--- src/brd_pkg.sv ---
// ----------------------------------------------------------------------------
// brd_pkg
// Shared types and constants for the binary record deframer.
// ----------------------------------------------------------------------------
package brd_pkg;

  localparam int LENGTH_GROUPS_DEF = 4;
  localparam int COUNT_BITS_DEF    = 32;

  localparam int KIND_W  = 15;
  localparam int LEN_W   = 28;
  localparam int COUNT_W = 32;
  localparam int SHEET_W = 16;
  localparam int BYTES_W = 40;

  localparam logic [7:0]        LOW7_MASK     = 8'h7F;
  localparam logic [7:0]        CONT_BIT      = 8'h80;
  localparam logic [KIND_W-1:0] ROW_HDR_ID    = 15'h0000;
  localparam logic [KIND_W-1:0] CELL_FIRST_ID = 15'h0001;
  localparam logic [KIND_W-1:0] CELL_LAST_ID  = 15'h000B;

  typedef struct packed {
    logic [7:0] data_byte;
    logic       part_end;
  } beat_t;

  typedef struct packed {
    logic               record_done;
    logic [KIND_W-1:0]  record_kind;
    logic [LEN_W-1:0]   record_length;
    logic               part_done;
    logic [COUNT_W-1:0] record_total;
    logic [COUNT_W-1:0] row_total;
    logic [COUNT_W-1:0] cell_total;
    logic [COUNT_W-1:0] top_row;
    logic [COUNT_W-1:0] top_column;
    logic [SHEET_W-1:0] sheet_total;
    logic [BYTES_W-1:0] byte_total;
  } result_t;

endpackage

--- src/brd_parse.sv ---
// ----------------------------------------------------------------------------
// brd_parse
// Record framing state and statistics counters; one byte per step.
// ----------------------------------------------------------------------------
module brd_parse #(
  parameter int LENGTH_GROUPS = brd_pkg::LENGTH_GROUPS_DEF,
  parameter int COUNT_BITS    = brd_pkg::COUNT_BITS_DEF
) (
  input  logic            clk,
  input  logic            rst,
  input  logic            step,
  input  brd_pkg::beat_t  beat,
  output logic            emit,
  output brd_pkg::result_t res
);
  import brd_pkg::*;

  localparam int LG_W  = $clog2(LENGTH_GROUPS + 1);
  localparam int CNT_W = (COUNT_BITS >= COUNT_W) ? COUNT_W : COUNT_BITS;

  localparam logic [2:0] PH_ID0   = 3'd0;
  localparam logic [2:0] PH_ID1   = 3'd1;
  localparam logic [2:0] PH_LEN   = 3'd2;
  localparam logic [2:0] PH_BODY  = 3'd3;
  localparam logic [2:0] PH_STALL = 3'd4;

  logic [2:0]         phase, phase_next;
  logic [KIND_W-1:0]  kind_acc, kind_next;
  logic [LEN_W-1:0]   len_acc, len_next;
  logic [LG_W-1:0]    grp, grp_next;
  logic [LEN_W-1:0]   left, left_next;
  logic [31:0]        head_word, head_next;
  logic [2:0]         head_cnt, head_cnt_next;
  logic [CNT_W-1:0]   recs, recs_next;
  logic [CNT_W-1:0]   rows, rows_next;
  logic [CNT_W-1:0]   cells, cells_next;
  logic [31:0]        row_peak, row_peak_next;
  logic [31:0]        col_peak, col_peak_next;
  logic [SHEET_W-1:0] sheets, sheets_next;
  logic [BYTES_W-1:0] bytes, bytes_next;

  logic [7:0]       b;
  logic [5:0]       grp_shift;
  logic [34:0]      grp_wide;
  logic [LEN_W-1:0] len_or;
  logic [31:0]      head_body;
  logic [LEN_W-1:0] rec_len;
  logic             done;
  logic             is_row, is_cell, wide_rec;

  assign b         = beat.data_byte;
  assign grp_shift = 6'(grp) * 6'd7;
  assign grp_wide  = 35'(b & LOW7_MASK) << grp_shift;
  assign len_or    = len_acc | grp_wide[LEN_W-1:0];
  assign head_body = (head_cnt < 3'd4) ?
                     (head_word | (32'(b) << {head_cnt[1:0], 3'b000})) : head_word;

  always_comb begin
    phase_next    = phase;
    kind_next     = kind_acc;
    len_next      = len_acc;
    grp_next      = grp;
    left_next     = left;
    head_next     = head_word;
    head_cnt_next = head_cnt;
    done          = 1'b0;
    case (phase)
      PH_ID0: begin
        head_next     = '0;
        head_cnt_next = '0;
        len_next      = '0;
        grp_next      = '0;
        kind_next     = KIND_W'(b & LOW7_MASK);
        phase_next    = ((b & CONT_BIT) != 8'h00) ? PH_ID1 : PH_LEN;
      end
      PH_ID1: begin
        kind_next  = {b, kind_acc[6:0]};
        phase_next = PH_LEN;
      end
      PH_LEN: begin
        len_next = len_or;
        grp_next = grp + LG_W'(1);
        if ((b & CONT_BIT) == 8'h00) begin
          if (len_or == '0) begin
            done = 1'b1;
          end else begin
            left_next  = len_or;
            phase_next = PH_BODY;
          end
        end else if (grp_next >= LG_W'(LENGTH_GROUPS)) begin
          // size never terminates: park until the part ends
          phase_next = PH_STALL;
        end
      end
      PH_BODY: begin
        head_next = head_body;
        if (head_cnt < 3'd4) begin
          head_cnt_next = head_cnt + 3'd1;
        end
        left_next = left - LEN_W'(1);
        if (left_next == '0) begin
          done = 1'b1;
        end
      end
      default: begin
      end
    endcase
    if (done) begin
      phase_next = PH_ID0;
    end
    if (beat.part_end) begin
      phase_next    = PH_ID0;
      kind_next     = '0;
      len_next      = '0;
      grp_next      = '0;
      left_next     = '0;
      head_next     = '0;
      head_cnt_next = '0;
    end
  end

  // record completes only in LEN (empty body) or BODY; kind is stable there
  assign rec_len  = (phase == PH_LEN) ? len_or : len_acc;
  assign wide_rec = rec_len >= LEN_W'(4);
  assign is_row   = done && (kind_acc == ROW_HDR_ID) && wide_rec;
  assign is_cell  = done && (kind_acc >= CELL_FIRST_ID) && (kind_acc <= CELL_LAST_ID);

  always_comb begin
    recs_next     = (done && !(&recs)) ? recs + CNT_W'(1) : recs;
    rows_next     = (is_row && !(&rows)) ? rows + CNT_W'(1) : rows;
    cells_next    = (is_cell && !(&cells)) ? cells + CNT_W'(1) : cells;
    row_peak_next = (is_row && head_body > row_peak) ? head_body : row_peak;
    col_peak_next = (is_cell && wide_rec && head_body > col_peak) ? head_body : col_peak;
    sheets_next   = (beat.part_end && !(&sheets)) ? sheets + SHEET_W'(1) : sheets;
    bytes_next    = !(&bytes) ? bytes + BYTES_W'(1) : bytes;
  end

  assign emit = done || beat.part_end;

  always_comb begin
    res.record_done   = done;
    res.record_kind   = done ? kind_acc : '0;
    res.record_length = done ? rec_len : '0;
    res.part_done     = beat.part_end;
    res.record_total  = COUNT_W'(recs_next);
    res.row_total     = COUNT_W'(rows_next);
    res.cell_total    = COUNT_W'(cells_next);
    res.top_row       = row_peak_next;
    res.top_column    = col_peak_next;
    res.sheet_total   = sheets_next;
    res.byte_total    = bytes_next;
  end

  always_ff @(posedge clk) begin
    if (rst) begin
      phase     <= PH_ID0;
      kind_acc  <= '0;
      len_acc   <= '0;
      grp       <= '0;
      left      <= '0;
      head_word <= '0;
      head_cnt  <= '0;
      recs      <= '0;
      rows      <= '0;
      cells     <= '0;
      row_peak  <= '0;
      col_peak  <= '0;
      sheets    <= '0;
      bytes     <= '0;
    end else if (step) begin
      phase     <= phase_next;
      kind_acc  <= kind_next;
      len_acc   <= len_next;
      grp       <= grp_next;
      left      <= left_next;
      head_word <= head_next;
      head_cnt  <= head_cnt_next;
      recs      <= recs_next;
      rows      <= rows_next;
      cells     <= cells_next;
      row_peak  <= row_peak_next;
      col_peak  <= col_peak_next;
      sheets    <= sheets_next;
      bytes     <= bytes_next;
    end
  end

endmodule

--- src/binary_record_deframer_with_stats.sv ---
// ----------------------------------------------------------------------------
// binary_record_deframer_with_stats
// Splits an inflated binary spreadsheet part into records and keeps stats.
// ----------------------------------------------------------------------------
// Takes one byte beat per cycle unless the input stalls, and registers a
// result beat from the byte in the input register whenever that byte
// completes a record or ends a part. The rate is set by the framing state
// update, which is combinational between the input register and the result
// register. Input stalls only when the result register is still full and the
// byte waiting in the input register produces a result of its own.
module binary_record_deframer_with_stats #(
  parameter int LENGTH_GROUPS = brd_pkg::LENGTH_GROUPS_DEF,
  parameter int COUNT_BITS    = brd_pkg::COUNT_BITS_DEF
) (
  input  logic             clk,
  input  logic             rst,
  input  logic             item_valid,
  output logic             item_ready,
  input  brd_pkg::beat_t   item,
  output logic             result_valid,
  input  logic             result_ready,
  output brd_pkg::result_t result
);
  import brd_pkg::*;

  logic    s1_valid;
  beat_t   s1_beat;
  logic    advance;
  logic    emit;
  result_t res;

  brd_parse #(
    .LENGTH_GROUPS (LENGTH_GROUPS),
    .COUNT_BITS    (COUNT_BITS)
  ) u_parse (
    .clk  (clk),
    .rst  (rst),
    .step (advance),
    .beat (s1_beat),
    .emit (emit),
    .res  (res)
  );

  // a byte that yields nothing never waits on the result register
  assign advance    = s1_valid && (!emit || !result_valid || result_ready);
  assign item_ready = !s1_valid || advance;

  always_ff @(posedge clk) begin
    if (rst) begin
      s1_valid <= 1'b0;
    end else if (item_ready) begin
      s1_valid <= item_valid;
    end
  end

  always_ff @(posedge clk) begin
    if (item_valid && item_ready) begin
      s1_beat <= item;
    end
  end

  always_ff @(posedge clk) begin
    if (rst) begin
      result_valid <= 1'b0;
    end else if (advance && emit) begin
      result_valid <= 1'b1;
    end else if (result_ready) begin
      result_valid <= 1'b0;
    end
  end

  always_ff @(posedge clk) begin
    if (advance && emit) begin
      result <= res;
    end
  end

endmodule

--- config.mk ---
export PLATFORM = sky130hd
export DESIGN_NAME = binary_record_deframer_with_stats
export DESIGN_NICKNAME = d
export VERILOG_FILES = /design/src/brd_pkg.sv /design/src/brd_parse.sv /design/src/binary_record_deframer_with_stats.sv
export SDC_FILE = /design/constraint.sdc
export NUM_CORES = 1
export LEC_CHECK = 0
export BUFFER_PORTS_ARGS = -buffer_cell sky130_fd_sc_hd__buf_2
export CORE_MARGIN = 5
export CORE_UTILIZATION = 50
export DETAILED_ROUTE_END_ITERATION = 10
export PLACE_DENSITY = 0.72
export SLEW_MARGIN = 5
export SYNTH_ARGS = -nofsm -noshare
export SYNTH_HDL_FRONTEND = slang
export SYNTH_HIERARCHICAL = 1
export SYNTH_SLANG_ARGS = --single-unit
--- constraint.sdc ---
create_clock -name clk -period 18.9 [get_ports clk]
set_input_delay 1.89 -clock clk [delete_from_list [all_inputs] [get_ports clk]]
set_output_delay 1.89 -clock clk [all_outputs]
set_load 0.1 [all_outputs]
# [After elaboration in Yosys (flattened, before gate mapping)]
# Index checks and enable logic that the tools add are counted.
[totals] ff_bits=600 input_bits=13 output_inout_bits=263 word_cells=145
[op_classes] addsub=8 mul=1 n_lt_le_gt_ge=7 eq_ne=9 shifts=2 mux=37 n_bitwise=2 reduce_logical=49
[op_table] cell="32-bit 2-to-1 mux" count=7
[op_table] cell="28-bit 2-to-1 mux" count=5
[op_table] cell="28-bit one-hot mux with 2 select lines" count=2
[op_table] cell="32-bit by 1-bit adder with 32-bit output, second input constant" count=3
[op_table] cell="32-bit AND reduction" count=3
[op_table] cell="32-bit > comparator" count=2
[op_table] cell="32-bit one-hot mux with 2 select lines" count=1
[op_table] cell="28-bit zero test" count=2
[op_table] cell="40-bit by 1-bit adder with 40-bit output, second input constant" count=1
[op_table] cell="40-bit 2-to-1 mux" count=1
[op_table] cell="40-bit AND reduction" count=1
[op_table] cell="32-bit bitwise OR" count=1
[op_table] cell="8-bit by 5-bit left shift with 32-bit output" count=1
[op_table] cell="15-bit one-hot mux with 2 select lines" count=1
[op_table] cell="28-bit by 3-bit greater-or-equal comparator with 1-bit output, second input constant" count=1
[op_table] cell="28-bit bitwise OR" count=1
[op_table] cell="7-bit by 6-bit left shift with 28-bit output" count=1
[op_table] cell="28-bit by 1-bit subtractor with 28-bit output, second input constant" count=1
[op_table] cell="3-bit 2-to-1 mux" count=8
[op_table] cell="16-bit by 1-bit adder with 16-bit output, second input constant" count=1
[op_table] cell="16-bit 2-to-1 mux" count=1
[op_table] cell="16-bit AND reduction" count=1
[op_table] cell="15-bit by 1-bit greater-or-equal comparator with 1-bit output, second input constant" count=1
[op_table] cell="15-bit by 4-bit less-or-equal comparator with 1-bit output, second input constant" count=1
[op_table] cell="other kinds (29)" count=67

# [Logic depth before layout (Yosys ltp)]
[logic_depth] ltp_word=14 ltp_mapped=19 depth_no_buf=15

# [Hierarchy]
# The synthesis kept the hierarchy.
[modules_own_cells] module="brd_parse" instances=1 cells_each=2745 area_per_inst_um2=20408.3 seq_area_each_um2=6566.3
[modules_own_cells] module="binary_record_deframer_with_stats" instances=1 cells_each=282 area_per_inst_um2=8211.6 seq_area_each_um2=8147.8

# [Least setup slack after synthesis]
# OpenSTA, ideal clock, no wires.
[synth_timing] path_kind="reg-to-reg" from="reg u_parse.left[0]" to="reg result[0] (netlist name), enable pin" setup_ns=0.887 t_arrival_ns=13.328 t_required_ns=18.013 setup_slack_ns=4.686 stages_incl_launch_ff=13 path_buffers=1 synth_period_minus_slack_ns=14.214 cell_sequence="dfxtp_1 inv_1 ha_1 or3b_2 clkbuf_1 nor4_1 xnor2_1 o2111a_1 nand4_1 o21a_1 nand2b_1 nand2_1 nor2_1"
[synth_between] elab_chain_len=10
[synth_lines] item="start, declared" line_no="brd_parse.sv:31" text="logic [LEN_W-1:0] left, left_next;"
[synth_lines] item="start signal, assigned" line_no="brd_parse.sv:175" text="left <= left_next;"
[synth_lines] item="28-bit by 1-bit subtractor with 28-bit output (*)" line_no="brd_parse.sv:100" text="left_next = left - LEN_W'(1);"
[synth_lines] item="28-bit zero test (*)" line_no="brd_parse.sv:101" text="if (left_next == '0) begin"
[synth_lines] item="1-bit 2-to-1 mux (*)" line_no="brd_parse.sv:101"
[synth_lines] item="1-bit one-hot mux with 2 select lines (*)" line_no="brd_parse.sv:67" text="case (phase)"
[synth_lines] item="1-bit logical OR (*)" line_no="brd_parse.sv:138" text="assign emit = done || beat.part_end;"
[synth_lines] item="via emit" line_no="binary_record_deframer_with_stats.sv:29" text="logic emit;"
[synth_lines] item="1-bit zero test" line_no="binary_record_deframer_with_stats.sv:45" text="assign advance = s1_valid && (!emit || !result_valid || result_ready);"
[synth_lines] item="1-bit logical OR (2 in a row)" line_no="binary_record_deframer_with_stats.sv:45"
[synth_lines] item="1-bit logical AND" line_no="binary_record_deframer_with_stats.sv:45"
[synth_lines] item="1-bit logical AND (*)" line_no="binary_record_deframer_with_stats.sv:73" text="if (advance && emit) begin"
[synth_lines] item="end signal, assigned" line_no="binary_record_deframer_with_stats.sv:74" text="result <= res;"
[synth_lines] item="end, declared" line_no="binary_record_deframer_with_stats.sv:22" text="output brd_pkg::result_t result"
# Mark *: on every way through the listed nets, which the timed path passes. The rest lies on a longest branch.
# A chain may end at the register's enable or synchronous reset.

# [Worst setup path in the final report]
[layout_timing] from="reg u_parse.left[0]" to="out item_ready"
[layout_between] elab_chain_len=10
[layout_lines] item="28-bit by 1-bit subtractor with 28-bit output" line_no="brd_parse.sv:100"
[layout_lines] item="28-bit zero test" line_no="brd_parse.sv:101"
[layout_lines] item="1-bit 2-to-1 mux" line_no="brd_parse.sv:101"
[layout_lines] item="1-bit one-hot mux with 2 select lines" line_no="brd_parse.sv:67"
[layout_lines] item="1-bit logical OR" line_no="brd_parse.sv:138"
[layout_lines] item="via emit" line_no="binary_record_deframer_with_stats.sv:29"
[layout_lines] item="1-bit zero test" line_no="binary_record_deframer_with_stats.sv:45"
[layout_lines] item="1-bit logical OR (2 in a row)" line_no="binary_record_deframer_with_stats.sv:45"
[layout_lines] item="1-bit logical AND" line_no="binary_record_deframer_with_stats.sv:45"
[layout_lines] item="1-bit logical OR" line_no="binary_record_deframer_with_stats.sv:46" text="assign item_ready = !s1_valid || advance;"
[layout_lines] item="end, declared" line_no="binary_record_deframer_with_stats.sv:18" text="output logic item_ready,"
# The timed path passes the listed nets, and every way through them passes these cells.

==> run metrics <==
leading cell type by number of instances after synthesis=nor2_1; grt met3 use=3.60%; worst hold-check path type=reg2reg; Post-layout nets=3,295; hold_buf cts=0; outcome=completed; fraction of layout instances using a drive strength above 1=13.7%; cells after synthesis=3,027; Slew HR=11.0%; Synthesis Warnings=6; min Tclk post-route=6290 ps; Layout Utilization=57.7%; setup TNS=0 ps; synthesis-to-finish area growth=13.8%; worst vdd ir=90.4 µV; gr usage total=23.3%; grt total ovfl=0; Tightest Pin Transition=1320 ps; # setup viols final=0; FF+latch count, synth=600; vias in the first global route=22,100; WL final=75,900 µm; reg-to-reg critical path startpoint=u_parse/left[0]; static leakage=12.7 nW; Final HPWL DP=52,000 µm; Detailed Routing Iterations Pass 1=6; antenna violations before repair=0; CTS sink cnt=600; Worst-path clk slew=60 ps; Yosys top cell by area=edfxtp_1; Final Slew Violations=0; FP Rows=87; Pwr Total=0.00283 W; Final Cycle Share=33.3%; reg2reg path depth=13; DR WL/cell=18.9 µm; kind of critical path=reg2out; Post-synth EDFFs=270; reg-to-reg endpoint=result[73]; # diodes=0; register area share after synthesis=51.4%; Critical Path End=item_ready; Clock Tree Buf Depth=3; CP arrival=4400 ps; global-route wire length before repair=121,000 µm; Multi-input gate area=12,700 µm²; die footprint=62,100 µm²; CTS tree=yes; Fin Clk Skew=18.6 ps; Port-buffer cells=275; die height=249 µm; TritonCTS buffer count=61; commonest register cell after synthesis=dfxtp_1; Pwr per Cell Area=86.8 nW/µm²; Root Driver=clkbuf_16; H-tree depth=2; RSZ-0062 raised after global routing=false; CP startpoint=u_parse/left[0]; Residual DRC=0; die width=249 µm; Worst setup SP type=flop; syn_nets=3,113; Skew-Pair Late Insertion Delay=620 ps; met1 GRT Util=33.0%; Final Wtd Congestion=0.941; # resized after CTS=0; Finished Layout Cells=4,016; Filler Cells Inserted=4,831; FF+latch area=14,700 µm²; top cell type's share of synthesized area=28.3%; Max Fclk=0.159 GHz; Worst setup EP type=output pin; Mean Syn Cell Area=9.45 µm²; max_cap viols=0; initial DRC count=2,152; Via-to-Cell Ratio=5.79; reg2reg setup slack=13,020 ps; IO Count=276; Distinct cells, synth=76; Synth Cell Area=28,600 µm²; met2 usage in global routing=37.7%; worst-path fanout max=8; Post-DRT Antenna Nets=0; vias=23,300; gr busiest metal=met2; Req. time, crit path=17,010 ps; synth top area cells=edfxtp_1, dfxtp_1, nor2_1, xnor2_1, xor2_1; Synth top cells by count=nor2_1, dfxtp_1, nand2_1; post-CTS setup buffer count=0; largest net degree at the start of global routing=95; core area=56,500 µm²; post-placement cell count=3,902; asr flop ratio synth=0%; Initial Util=50.7%; final hold vios=0
## critical path: stages (launching register included)
cell	delay (ps)
dfxtp_1	370
or4_4	610
nor4_1	780
o21ai_0	160
a22oi_1	400
nand2b_1	210
o21a_1	360
nand2b_1	270
nand4b_2	170
buf_2	440
## worst min-delay path by stage
stage                                from                    end  cells after the start
floorplan            u_parse/head_word[0]   u_parse/head_word[0]                      2
global placement     u_parse/head_word[2]   u_parse/head_word[2]                      2
detailed placement  u_parse/head_word[10]  u_parse/head_word[10]                      2
CTS                  u_parse/head_word[4]   u_parse/head_word[4]                      2
global route        u_parse/head_word[16]  u_parse/head_word[16]                      2
finish              u_parse/head_word[30]  u_parse/head_word[30]                      2
## sequential cells by signal, indices dropped and copies added (netlist names)
register / cells
u_parse/cells: 32
u_parse/bytes: 40
u_parse/phase: 3
u_parse/left: 28
u_parse/kind_acc: 15
u_parse/recs: 32
u_parse/row_peak: 32
result: 261
u_parse/grp: 3
u_parse/sheets: 16
u_parse/len_acc: 28
result_valid: 1
u_parse/col_peak: 32
u_parse/rows: 32
s1_beat: 9
u_parse/head_cnt: 3
u_parse/head_word: 32
s1_valid: 1
## layer usage
layer | wire length, µm | share of wire, %
met1 | 33100 | 44
met2 | 35500 | 47
met3 | 5420 | 7.1
met4 | 1900 | 2.5
met5 | 0 | 0
## cell families after synthesis
family | after synthesis | synth area share [%]
simple gates | 1219 | 20.5
fa+ha+maj | 73 | 3.19
compound gates | 520 | 10.9
mux | 48 | 1.70
flops | 600 | 51.4
xor+xnor | 263 | 8.05
buf+inv | 304 | 4.27
## cell usage in the layout (no fill, tap or decap), drive strengths merged, types with 9 or more instances in the layout
cell type / count
nand3: 100
nand2: 293
o211ai: 17
nand2b: 10
bufinv: 9
a21o: 14
or4: 11
and4: 19
buf: 306
xor2: 131
and3: 53
a21oi: 193
dfxtp: 330
nand4: 96
and2: 34
xnor2: 132
nor3: 62
nor2b: 15
nor4: 50
edfxtp: 270
clkbuf: 78
inv: 117
o31ai: 10
nor2: 408
a31oi: 35
mux2i: 42
or3: 38
nor3b: 9
ha: 73
a211oi: 50
clkinv: 20
o21ai: 136
a22oi: 27
## per-stage QoR
| stage | area (µm²) | hold WS, ps | worst slack [ps] |
|---|---|---|---|
| floorplan | 28600 | 438 | 4690 |
| global placement | 30500 | 449 | 13230 |
| detailed placement | 30500 | 456 | 12990 |
| CTS | 32600 | 473 | 12540 |
| global route | 32600 | 501 | 12390 |
| finish | 32600 | 470 | 12610 |
## area by class of cell
| type | instances | share of cell area, % |
|---|---|---|
| Sequential cell | 600 | 45.2 |
| Multi-Input combinational cell | 2123 | 39.1 |
| Clock buffer | 77 | 5.12 |
| Timing Repair Buffer | 307 | 4.99 |
| Tap cell | 756 | 2.90 |
| Clock inverter | 37 | 1.37 |
| Inverter | 116 | 1.34 |
## power by group
group,internal (W),switching [W],total [W]
Clock,0.000748,0.000515,0.00126
Sequential,0.00136,0.00000793,0.00137
Combinational,0.0000399,0.000153,0.000193
(Power assumes the default switching activity.)
